`config.mk`:
```
export PLATFORM = sky130hd
export DESIGN_NAME = bresenham_line_stepper_flat
export DESIGN_NICKNAME = d
export VERILOG_FILES = /design/src/rtl/bls_pkg.sv /design/src/rtl/bls_ifs.sv /design/src/rtl/bls_engine.sv /design/src/rtl/bresenham_line_stepper.sv /design/src/flat_wrapper.sv
export SDC_FILE = /design/constraint.sdc
export NUM_CORES = 1
export LEC_CHECK = 0
export ABC_AREA = 1
export BUFFER_PORTS_ARGS = -buffer_cell sky130_fd_sc_hd__buf_4
export CORE_UTILIZATION = 55
export DETAILED_ROUTE_END_ITERATION = 8
export MAX_ROUTING_LAYER = met4
export PLACE_DENSITY_LB_ADDON = 0.1
export SYNTH_ARGS = -nofsm -noshare
export SYNTH_HDL_FRONTEND = slang
export SYNTH_SLANG_ARGS = --single-unit
```
`constraint.sdc`:
```
create_clock -name i_clk -period 4.5 [get_ports i_clk]
set_input_delay 0.9 -clock i_clk [delete_from_list [all_inputs] [get_ports i_clk]]
set_output_delay 0.9 -clock i_clk [all_outputs]
set_load 0.01 [all_outputs]
```
`src/rtl/bls_pkg.sv`:
```
// Shared constants and types for the line stepper.
// No dependencies; compile before every other file of the block.
package bls_pkg;

    localparam int COORD_BITS_DEF = 12;

    localparam logic OP_LOAD = 1'b0;
    localparam logic OP_STEP = 1'b1;

    typedef struct packed {
        logic en;
        logic op;
    } t_bls_ctl;

endpackage

```
`src/rtl/bls_ifs.sv`:
```
// Channel interfaces: line request in, fragment out.
// Depends on bls_pkg for the default coordinate width.
interface bls_req_if #(parameter int COORD_BITS = bls_pkg::COORD_BITS_DEF);
    logic                         valid;
    logic                         ready;
    logic                         opcode;
    logic signed [COORD_BITS-1:0] start_x;
    logic signed [COORD_BITS-1:0] start_y;
    logic signed [COORD_BITS-1:0] end_x;
    logic signed [COORD_BITS-1:0] end_y;

    modport source (output valid, opcode, start_x, start_y, end_x, end_y, input ready);
    modport sink   (input valid, opcode, start_x, start_y, end_x, end_y, output ready);
endinterface

interface bls_frag_if #(parameter int COORD_BITS = bls_pkg::COORD_BITS_DEF);
    logic                         valid;
    logic                         ready;
    logic signed [COORD_BITS-1:0] frag_x;
    logic signed [COORD_BITS-1:0] frag_y;
    logic                         frag_valid;

    modport source (output valid, frag_x, frag_y, frag_valid, input ready);
    modport sink   (input valid, frag_x, frag_y, frag_valid, output ready);
endinterface

```
`src/rtl/bls_engine.sv`:
```
// Line state and combinational load/step logic of the stepper.
// Depends on bls_pkg; driven by bresenham_line_stepper.
module bls_engine #(
    parameter int COORD_BITS = bls_pkg::COORD_BITS_DEF
) (
    input  logic                         i_clk,
    input  logic                         i_rst_n,
    input  bls_pkg::t_bls_ctl            i_ctl,
    input  logic signed [COORD_BITS-1:0] i_start_x,
    input  logic signed [COORD_BITS-1:0] i_start_y,
    input  logic signed [COORD_BITS-1:0] i_end_x,
    input  logic signed [COORD_BITS-1:0] i_end_y,
    output logic signed [COORD_BITS-1:0] o_frag_x,
    output logic signed [COORD_BITS-1:0] o_frag_y,
    output logic                         o_frag_valid
);
    import bls_pkg::*;

    localparam int D_W = COORD_BITS + 1;
    localparam int T_W = COORD_BITS + 2;
    localparam int E_W = COORD_BITS + 3;

    logic [COORD_BITS-1:0] r_cur_x, r_cur_y, r_stop_x, r_stop_y;
    logic [COORD_BITS-1:0] n_cur_x, n_cur_y, n_stop_x, n_stop_y;
    logic [E_W-1:0]        r_err, n_err;
    logic [T_W-1:0]        r_tdx, r_tdy, n_tdx, n_tdy;
    logic                  r_xneg, r_yneg, r_xmaj, r_mpos, r_active;
    logic                  n_xneg, n_yneg, n_xmaj, n_mpos, n_active;

    logic [D_W-1:0]        w_dx, w_dy, w_adx, w_ady;
    logic [T_W-1:0]        w_tdx, w_tdy;
    logic                  w_xneg, w_yneg, w_xmaj, w_minor, w_at_end;
    logic [E_W-1:0]        w_sub, w_add;
    logic [COORD_BITS-1:0] w_xinc, w_yinc;

    always_comb begin
        w_dx   = {i_end_x[COORD_BITS-1], i_end_x} - {i_start_x[COORD_BITS-1], i_start_x};
        w_dy   = {i_end_y[COORD_BITS-1], i_end_y} - {i_start_y[COORD_BITS-1], i_start_y};
        w_xneg = w_dx[D_W-1];
        w_yneg = w_dy[D_W-1];
        w_adx  = w_xneg ? (~w_dx + 1'b1) : w_dx;
        w_ady  = w_yneg ? (~w_dy + 1'b1) : w_dy;
        w_tdx  = {w_adx, 1'b0};
        w_tdy  = {w_ady, 1'b0};
        w_xmaj = w_tdx > w_tdy;

        w_minor  = ($signed(r_err) > 0) || ((r_err == '0) && r_mpos);
        w_at_end = r_xmaj ? (r_cur_x == r_stop_x) : (r_cur_y == r_stop_y);
        w_sub    = r_xmaj ? {1'b0, r_tdx} : {1'b0, r_tdy};
        w_add    = r_xmaj ? {1'b0, r_tdy} : {1'b0, r_tdx};
        w_xinc   = r_xneg ? '1 : COORD_BITS'(1);
        w_yinc   = r_yneg ? '1 : COORD_BITS'(1);

        n_cur_x  = r_cur_x;
        n_cur_y  = r_cur_y;
        n_stop_x = r_stop_x;
        n_stop_y = r_stop_y;
        n_err    = r_err;
        n_tdx    = r_tdx;
        n_tdy    = r_tdy;
        n_xneg   = r_xneg;
        n_yneg   = r_yneg;
        n_xmaj   = r_xmaj;
        n_mpos   = r_mpos;
        n_active = r_active;

        if (i_ctl.op == OP_LOAD) begin
            n_cur_x  = i_start_x;
            n_cur_y  = i_start_y;
            n_stop_x = i_end_x;
            n_stop_y = i_end_y;
            n_xneg   = w_xneg;
            n_yneg   = w_yneg;
            n_tdx    = w_tdx;
            n_tdy    = w_tdy;
            n_xmaj   = w_xmaj;
            if (w_xmaj) begin
                n_mpos   = !w_xneg;
                n_err    = {1'b0, w_tdy} - {2'b00, w_adx};
                n_active = i_start_x != i_end_x;
            end else begin
                n_mpos   = !w_yneg;
                n_err    = {1'b0, w_tdx} - {2'b00, w_ady};
                n_active = i_start_y != i_end_y;
            end
        end else if (r_active) begin
            if (w_at_end) begin
                n_active = 1'b0;
            end else begin
                n_err = r_err + w_add - (w_minor ? w_sub : '0);
                if (r_xmaj) begin
                    n_cur_x = r_cur_x + w_xinc;
                    if (w_minor) begin
                        n_cur_y = r_cur_y + w_yinc;
                    end
                end else begin
                    n_cur_y = r_cur_y + w_yinc;
                    if (w_minor) begin
                        n_cur_x = r_cur_x + w_xinc;
                    end
                end
            end
        end
    end

    always_ff @(posedge i_clk) begin
        if (!i_rst_n) begin
            r_cur_x  <= '0;
            r_cur_y  <= '0;
            r_stop_x <= '0;
            r_stop_y <= '0;
            r_err    <= '0;
            r_tdx    <= '0;
            r_tdy    <= '0;
            r_xneg   <= 1'b0;
            r_yneg   <= 1'b0;
            r_xmaj   <= 1'b0;
            r_mpos   <= 1'b0;
            r_active <= 1'b0;
        end else if (i_ctl.en) begin
            r_cur_x  <= n_cur_x;
            r_cur_y  <= n_cur_y;
            r_stop_x <= n_stop_x;
            r_stop_y <= n_stop_y;
            r_err    <= n_err;
            r_tdx    <= n_tdx;
            r_tdy    <= n_tdy;
            r_xneg   <= n_xneg;
            r_yneg   <= n_yneg;
            r_xmaj   <= n_xmaj;
            r_mpos   <= n_mpos;
            r_active <= n_active;
        end
    end

    assign o_frag_x     = n_active ? n_cur_x : '0;
    assign o_frag_y     = n_active ? n_cur_y : '0;
    assign o_frag_valid = n_active;

`ifndef SYNTH
    a_zero_len: assert property (@(posedge i_clk) disable iff (!i_rst_n)
        i_ctl.en && i_ctl.op == OP_LOAD && i_start_x == i_end_x && i_start_y == i_end_y
        |=> !r_active)
        else $error("zero-length line left active");

    a_idle_step: assert property (@(posedge i_clk) disable iff (!i_rst_n)
        i_ctl.en && i_ctl.op == OP_STEP && !r_active
        |=> $stable(r_cur_x) && $stable(r_cur_y) && !r_active)
        else $error("step without line moved the fragment");

    a_endpoint: assert property (@(posedge i_clk) disable iff (!i_rst_n)
        i_ctl.en && i_ctl.op == OP_STEP && r_active && w_at_end |=> !r_active)
        else $error("step at endpoint did not finish the line");

    a_major: assert property (@(posedge i_clk) disable iff (!i_rst_n)
        r_xmaj |-> r_tdx > r_tdy)
        else $error("x chosen as major axis with smaller delta");
`endif

endmodule

```
`src/rtl/bresenham_line_stepper.sv`:
```
// Top level of the midpoint line stepper: request register, engine, fragment register.
// Depends on bls_pkg, bls_ifs (bls_req_if, bls_frag_if) and bls_engine.
//
//  channel  | dir | payload                                    | handshake
//  i_req    | in  | opcode, start_x, start_y, end_x, end_y     | valid/ready
//  o_frag   | out | frag_x, frag_y, frag_valid                 | valid/ready
//
// One request per cycle sustained while o_frag is ready; after acceptance a request goes
// to the request register, then through the load/step logic into the fragment register.
// The single step of the error term and coordinates sets the cycle.
// Reset clears the line state and the valid flags: no line, no fragment pending.
// A stalled fragment holds both registers; a request is still taken while the request register is empty.
module bresenham_line_stepper #(
    parameter int COORD_BITS = bls_pkg::COORD_BITS_DEF
) (
    input  logic       i_clk,
    input  logic       i_rst_n,
    bls_req_if.sink    i_req,
    bls_frag_if.source o_frag
);
    import bls_pkg::*;

    logic                         r_in_valid;
    logic                         r_op;
    logic signed [COORD_BITS-1:0] r_sx, r_sy, r_ex, r_ey;
    logic                         r_out_valid;
    logic signed [COORD_BITS-1:0] r_fx, r_fy;
    logic                         r_fv;

    logic                         w_adv;
    logic                         w_take;
    t_bls_ctl                     w_ctl;
    logic signed [COORD_BITS-1:0] w_fx, w_fy;
    logic                         w_fv;

    assign w_adv       = r_in_valid && (!r_out_valid || o_frag.ready);
    assign w_take      = i_req.valid && i_req.ready;
    assign i_req.ready = !r_in_valid || w_adv;
    assign w_ctl.en    = w_adv;
    assign w_ctl.op    = r_op;

    always_ff @(posedge i_clk) begin
        if (!i_rst_n) begin
            r_in_valid  <= 1'b0;
            r_out_valid <= 1'b0;
        end else begin
            if (w_take) begin
                r_in_valid <= 1'b1;
            end else if (w_adv) begin
                r_in_valid <= 1'b0;
            end
            if (w_adv) begin
                r_out_valid <= 1'b1;
            end else if (o_frag.ready) begin
                r_out_valid <= 1'b0;
            end
        end
    end

    always_ff @(posedge i_clk) begin
        if (w_take) begin
            r_op <= i_req.opcode;
            r_sx <= i_req.start_x;
            r_sy <= i_req.start_y;
            r_ex <= i_req.end_x;
            r_ey <= i_req.end_y;
        end
        if (w_adv) begin
            r_fx <= w_fx;
            r_fy <= w_fy;
            r_fv <= w_fv;
        end
    end

    bls_engine #(
        .COORD_BITS (COORD_BITS)
    ) u_engine (
        .i_clk        (i_clk),
        .i_rst_n      (i_rst_n),
        .i_ctl        (w_ctl),
        .i_start_x    (r_sx),
        .i_start_y    (r_sy),
        .i_end_x      (r_ex),
        .i_end_y      (r_ey),
        .o_frag_x     (w_fx),
        .o_frag_y     (w_fy),
        .o_frag_valid (w_fv)
    );

    assign o_frag.valid      = r_out_valid;
    assign o_frag.frag_x     = r_fx;
    assign o_frag.frag_y     = r_fy;
    assign o_frag.frag_valid = r_fv;

endmodule

```
`src/flat_wrapper.sv`:
```
// flat-port wrapper written by rule: the top's interface ports become plain ports
module bresenham_line_stepper_flat import bls_pkg::*;
#(
    parameter int COORD_BITS = bls_pkg::COORD_BITS_DEF
)
  (i_clk, i_rst_n, i_req_valid, i_req_opcode, i_req_start_x, i_req_start_y, i_req_end_x, i_req_end_y, i_req_ready, o_frag_valid, o_frag_frag_x, o_frag_frag_y, o_frag_frag_valid, o_frag_ready);
  bls_req_if #(.COORD_BITS(COORD_BITS)) i_req_i ();
  bls_frag_if #(.COORD_BITS(COORD_BITS)) o_frag_i ();
  input  logic i_clk;
  input  logic i_rst_n;
  input wire logic [$bits(i_req_i.valid)-1:0] i_req_valid;
  input wire logic [$bits(i_req_i.opcode)-1:0] i_req_opcode;
  input wire logic [$bits(i_req_i.start_x)-1:0] i_req_start_x;
  input wire logic [$bits(i_req_i.start_y)-1:0] i_req_start_y;
  input wire logic [$bits(i_req_i.end_x)-1:0] i_req_end_x;
  input wire logic [$bits(i_req_i.end_y)-1:0] i_req_end_y;
  output wire logic [$bits(i_req_i.ready)-1:0] i_req_ready;
  output wire logic [$bits(o_frag_i.valid)-1:0] o_frag_valid;
  output wire logic [$bits(o_frag_i.frag_x)-1:0] o_frag_frag_x;
  output wire logic [$bits(o_frag_i.frag_y)-1:0] o_frag_frag_y;
  output wire logic [$bits(o_frag_i.frag_valid)-1:0] o_frag_frag_valid;
  input wire logic [$bits(o_frag_i.ready)-1:0] o_frag_ready;
  assign i_req_i.valid = i_req_valid;
  assign i_req_i.opcode = i_req_opcode;
  assign i_req_i.start_x = i_req_start_x;
  assign i_req_i.start_y = i_req_start_y;
  assign i_req_i.end_x = i_req_end_x;
  assign i_req_i.end_y = i_req_end_y;
  assign i_req_ready = i_req_i.ready;
  assign o_frag_valid = o_frag_i.valid;
  assign o_frag_frag_x = o_frag_i.frag_x;
  assign o_frag_frag_y = o_frag_i.frag_y;
  assign o_frag_frag_valid = o_frag_i.frag_valid;
  assign o_frag_i.ready = o_frag_ready;
  bresenham_line_stepper #(.COORD_BITS(COORD_BITS)) u_core (.i_clk(i_clk), .i_rst_n(i_rst_n), .i_req(i_req_i), .o_frag(o_frag_i));
endmodule
```
==> reports/metrics.yaml <==
clock_network:
  clock-sinks: 170
  cts.path.max_buffers: 2
  hold_buffers: 0
  htreeDepth: 4
  clk_pin_slew_ns: 0.07
  cts_tree: "built"
  root_buffer: "clkbuf_16"
  cts_buffers: 17
  clock_latency_ns: 0.45
timing:
  min_period_ns: 4.282
  timing.hold.ws_ns: 0.4706
  clock_skew_ns: 0.01937
  finalHoldViolCount: 0
  fmax_ghz: 0.2335
  rsz0062_at_grt: "true"
  fin_tns_setup_ns: 0
  worst_slew_pin_slew_ns: 1.098
  fin_crit_sh: 0.9516
  maxSlewViolCount: 0
  finalSetupViolations: 0
  slew_headroom: 0.2679
critical_path:
  crit_type: "reg -> reg"
  cp_data_arrival_time_ns: 4.45
  path_common_cell: "nand2_4"
  cp.buffers_inverters: 6
  start_kind: "register"
  cp_slowest_stage_delay_ns: 0.39
  cp_slowest_cell: "edfxtp_1"
  path_max_fanout: 11
  cp.required_ns: 4.67
  endpoint_kind: "register"
  cp_top_family: "compound AO/OA/AOI/OAI gates"
drt:
  drt-initial-drc-count: 912
  met3RoutedLength_um: 2584
  route.met2.wl_um: 16080
  wl_met1_um: 16290
  vias: 11744
  routedWlPerCell_um: 17.10
  drc: 0
  viasPerCell: 5.550
  drt_pass1_iterations: 5
  ant_nets: 0
  highest_layer: "met4"
  drt_wl_total_um: 36180
yosys:
  syn_nets: 1881
  ys_seq_area_frac: 0.3273
  synth_cells: 1718
  synth_warnings: 0
  yosys.cell_types.count: 49
  synth_area_mm2: 0.01266
  syn_area_per_cell_um2: 7.370
  synth_top_area_cell: "edfxtp_1"
  synth_top_area_frac: 0.1755
  yosys_register_bits: 170
  synth_edf_count: 74
  ys_async_sr_fraction: 0
  synthTopCellsByArea: "edfxtp_1 (18%), dfxtp_1 (15%), nand2_1 (9.3%), ha_1 (8.9%), inv_1 (8.6%)"
  synthFlopType: "dfxtp_1"
layout:
  antenna_cells: 0
  final_net_count: 1981
  layout-drive-gt1-share: 0.1562
  fillCellCount: 2023
  final_common_cell: "nand2_1"
  final-seq-area_mm2: 0.004144
  area_delta_synth_final_pct: 16.24
  most-common-layout-cells: "nand2_1 (310), inv_1 (282), a21oi_1 (171)"
  multi_input_area_mm2: 0.007385
outcome:
  status: "completed"
global_route:
  grt-ovfl-total: 0
  grt_antenna_before_repair: 0
  grt_pass1_vias: 10843
  grt_max_degree: 65
  grt_pass1_wl_um: 56660
  grtUsageTotal: 0.3177
floorplan:
  die_w_um: 153.7
  die_h_um: 153.7
  start_util: 0.5593
  num_io_pins: 80
  num_rows: 55
  dieArea_mm2: 0.02363
  coreArea_mm2: 0.02264
power_and_ir_drop:
  power_density_mw_per_mm2: 446.9
  peakVddDrop_v: 0.0002276
  p_leak_nw: 7.000
job:
  drv_cap: 0
placement:
  port-buffer-count: 79
  globalplace.congestion: 0.9735
  dp_hpwl_um: 26940
hold_path:
  worstHoldPathType: "reg -> reg"
cells in the mapped netlist, types with 20 or more instances:
library cell / instances
edfxtp_1: 74
ha_1: 90
a21oi_1: 173
o21ai_0: 151
fa_1: 20
xnor2_1: 23
xor2_1: 47
nand2_1: 314
nand2_2: 21
nand3_1: 91
nor2_4: 20
inv_1: 290
clkbuf_1: 42
nand4_1: 26
dfxtp_1: 96
nor2_1: 107
state kept, by name, summed over array words and instances (netlist names):
| register | count |
|---|---|
| u_core.r_in_valid | 1 |
| u_core.u_engine.r_mpos | 1 |
| u_core.u_engine.r_cur_x | 12 |
| u_core.u_engine.r_cur_y | 12 |
| u_core.u_engine.r_xneg | 1 |
| u_core.u_engine.r_tdy | 13 |
| u_core.u_engine.r_active | 1 |
| u_core.u_engine.r_stop_x | 12 |
| u_core.u_engine.r_tdx | 13 |
| u_core.r_op | 1 |
| u_core.o_frag.frag_y | 12 |
| u_core.r_ey | 12 |
| u_core.o_frag.frag_x | 12 |
| u_core.r_sx | 12 |
| u_core.o_frag.frag_valid | 1 |
| u_core.u_engine.r_yneg | 1 |
| u_core.r_ex | 12 |
| u_core.o_frag.valid | 1 |
| u_core.r_sy | 12 |
| u_core.u_engine.r_err | 15 |
| u_core.u_engine.r_stop_y | 12 |
| u_core.u_engine.r_xmaj | 1 |
layout make-up:
cell class                 instances  area share
clock buffer                      17     0.02890
inverter                         303     0.07796
clock inverter                    15     0.01284
tap                              285     0.02423
timing repair buffer             132     0.07277
sequential                       170      0.2816
multi-input combinational       1194      0.5017
routing by layer:
layer / global-route usage / vias to the layer above
li1: - / 5859
met1: 0.4266 / 5385
met2: 0.4812 / 424
met3: 0.04284 / 76
met4: 0.1338 / 0
met5: - / -
per-stage QoR:
| step | cells | utilization | worst slack (ns) | instance area, um^2 | power [mW] |
|---|---|---|---|---|---|
| 2_1_floorplan | 1718 | - | 0.3079 | 12660 | 3.931 |
| 3_3_place_gp | 2069 | 0.6049 | 0.1528 | 13690 | 4.723 |
| 3_5_place_dp | 2069 | 0.6049 | 0.07092 | 13690 | 4.757 |
| 4_1_cts | 2101 | 0.6320 | 0.03575 | 14310 | 6.299 |
| 5_1_grt | 2116 | 0.6501 | -0.08310 | 14720 | 7.025 |
| 6_report | 2116 | 0.6501 | 0.2176 | 14720 | 6.578 |
final timing paths:
| path | from | to | slack (ns) | depth (start not counted) |
|---|---|---|---|---|
| hold reg to reg | u_core.u_engine.r_stop_y[9] | u_core.u_engine.r_stop_y[9] | 0.47 | 2 |
| hold / removal | u_core.u_engine.r_stop_y[9] | u_core.u_engine.r_stop_y[9] | 0.47 | 2 |
| setup / recovery | u_core.r_sy[6] | u_core.o_frag.frag_y[0] | 0.22 | 27 |
| setup reg to reg | u_core.r_sy[6] | u_core.o_frag.frag_y[0] | 0.22 | 27 |
worst reg2reg max path, stage by stage, from the launching register on:
cell      delay [ns]
edfxtp_1        0.39
inv_1           0.12
ha_1            0.30
nand2_1         0.14
inv_2           0.04
a21oi_1         0.17
nand2_1         0.09
nand2_1         0.07
nand2_2         0.06
nand2_4         0.06
buf_4           0.18
inv_2           0.08
a31oi_2         0.24
xor2_2          0.35
ha_4            0.27
a21oi_1         0.16
o21ai_2         0.09
a221oi_2        0.23
o21ai_1         0.13
nand3_1         0.10
nand2_2         0.09
nand2_4         0.13
nand2_4         0.06
nand3_4         0.08
nand2_4         0.08
inv_8           0.12
buf_12          0.15
nor2_4          0.04
report_power, final:
group          switching, mW  leakage [nW]  internal [mW]
clock network          0.776         0.299          0.764
registers             0.0734          1.50           1.71
logic                   1.98          5.20           1.27
repair_timing:
| item | CTS | global route |
|---|---|---|
| setup endpoints to repair | 0 | 43 |
| gates resized for setup | 0 | 63 |
| setup buffers | 0 | 13 |
cell families (layout without fill, tap and decap cells):
group	after synthesis	count (layout)	share of synthesized area
xor gates and xnor gates	70	70	0.04842
and+or+nand+nor	627	627	0.2290
AOI/OAI and AO/OA	387	387	0.1652
buffers and inverters	354	467	0.1096
adders and majority gates	110	110	0.1206
DFF	170	170	0.3273
Power figures use the tool's default switching activity.
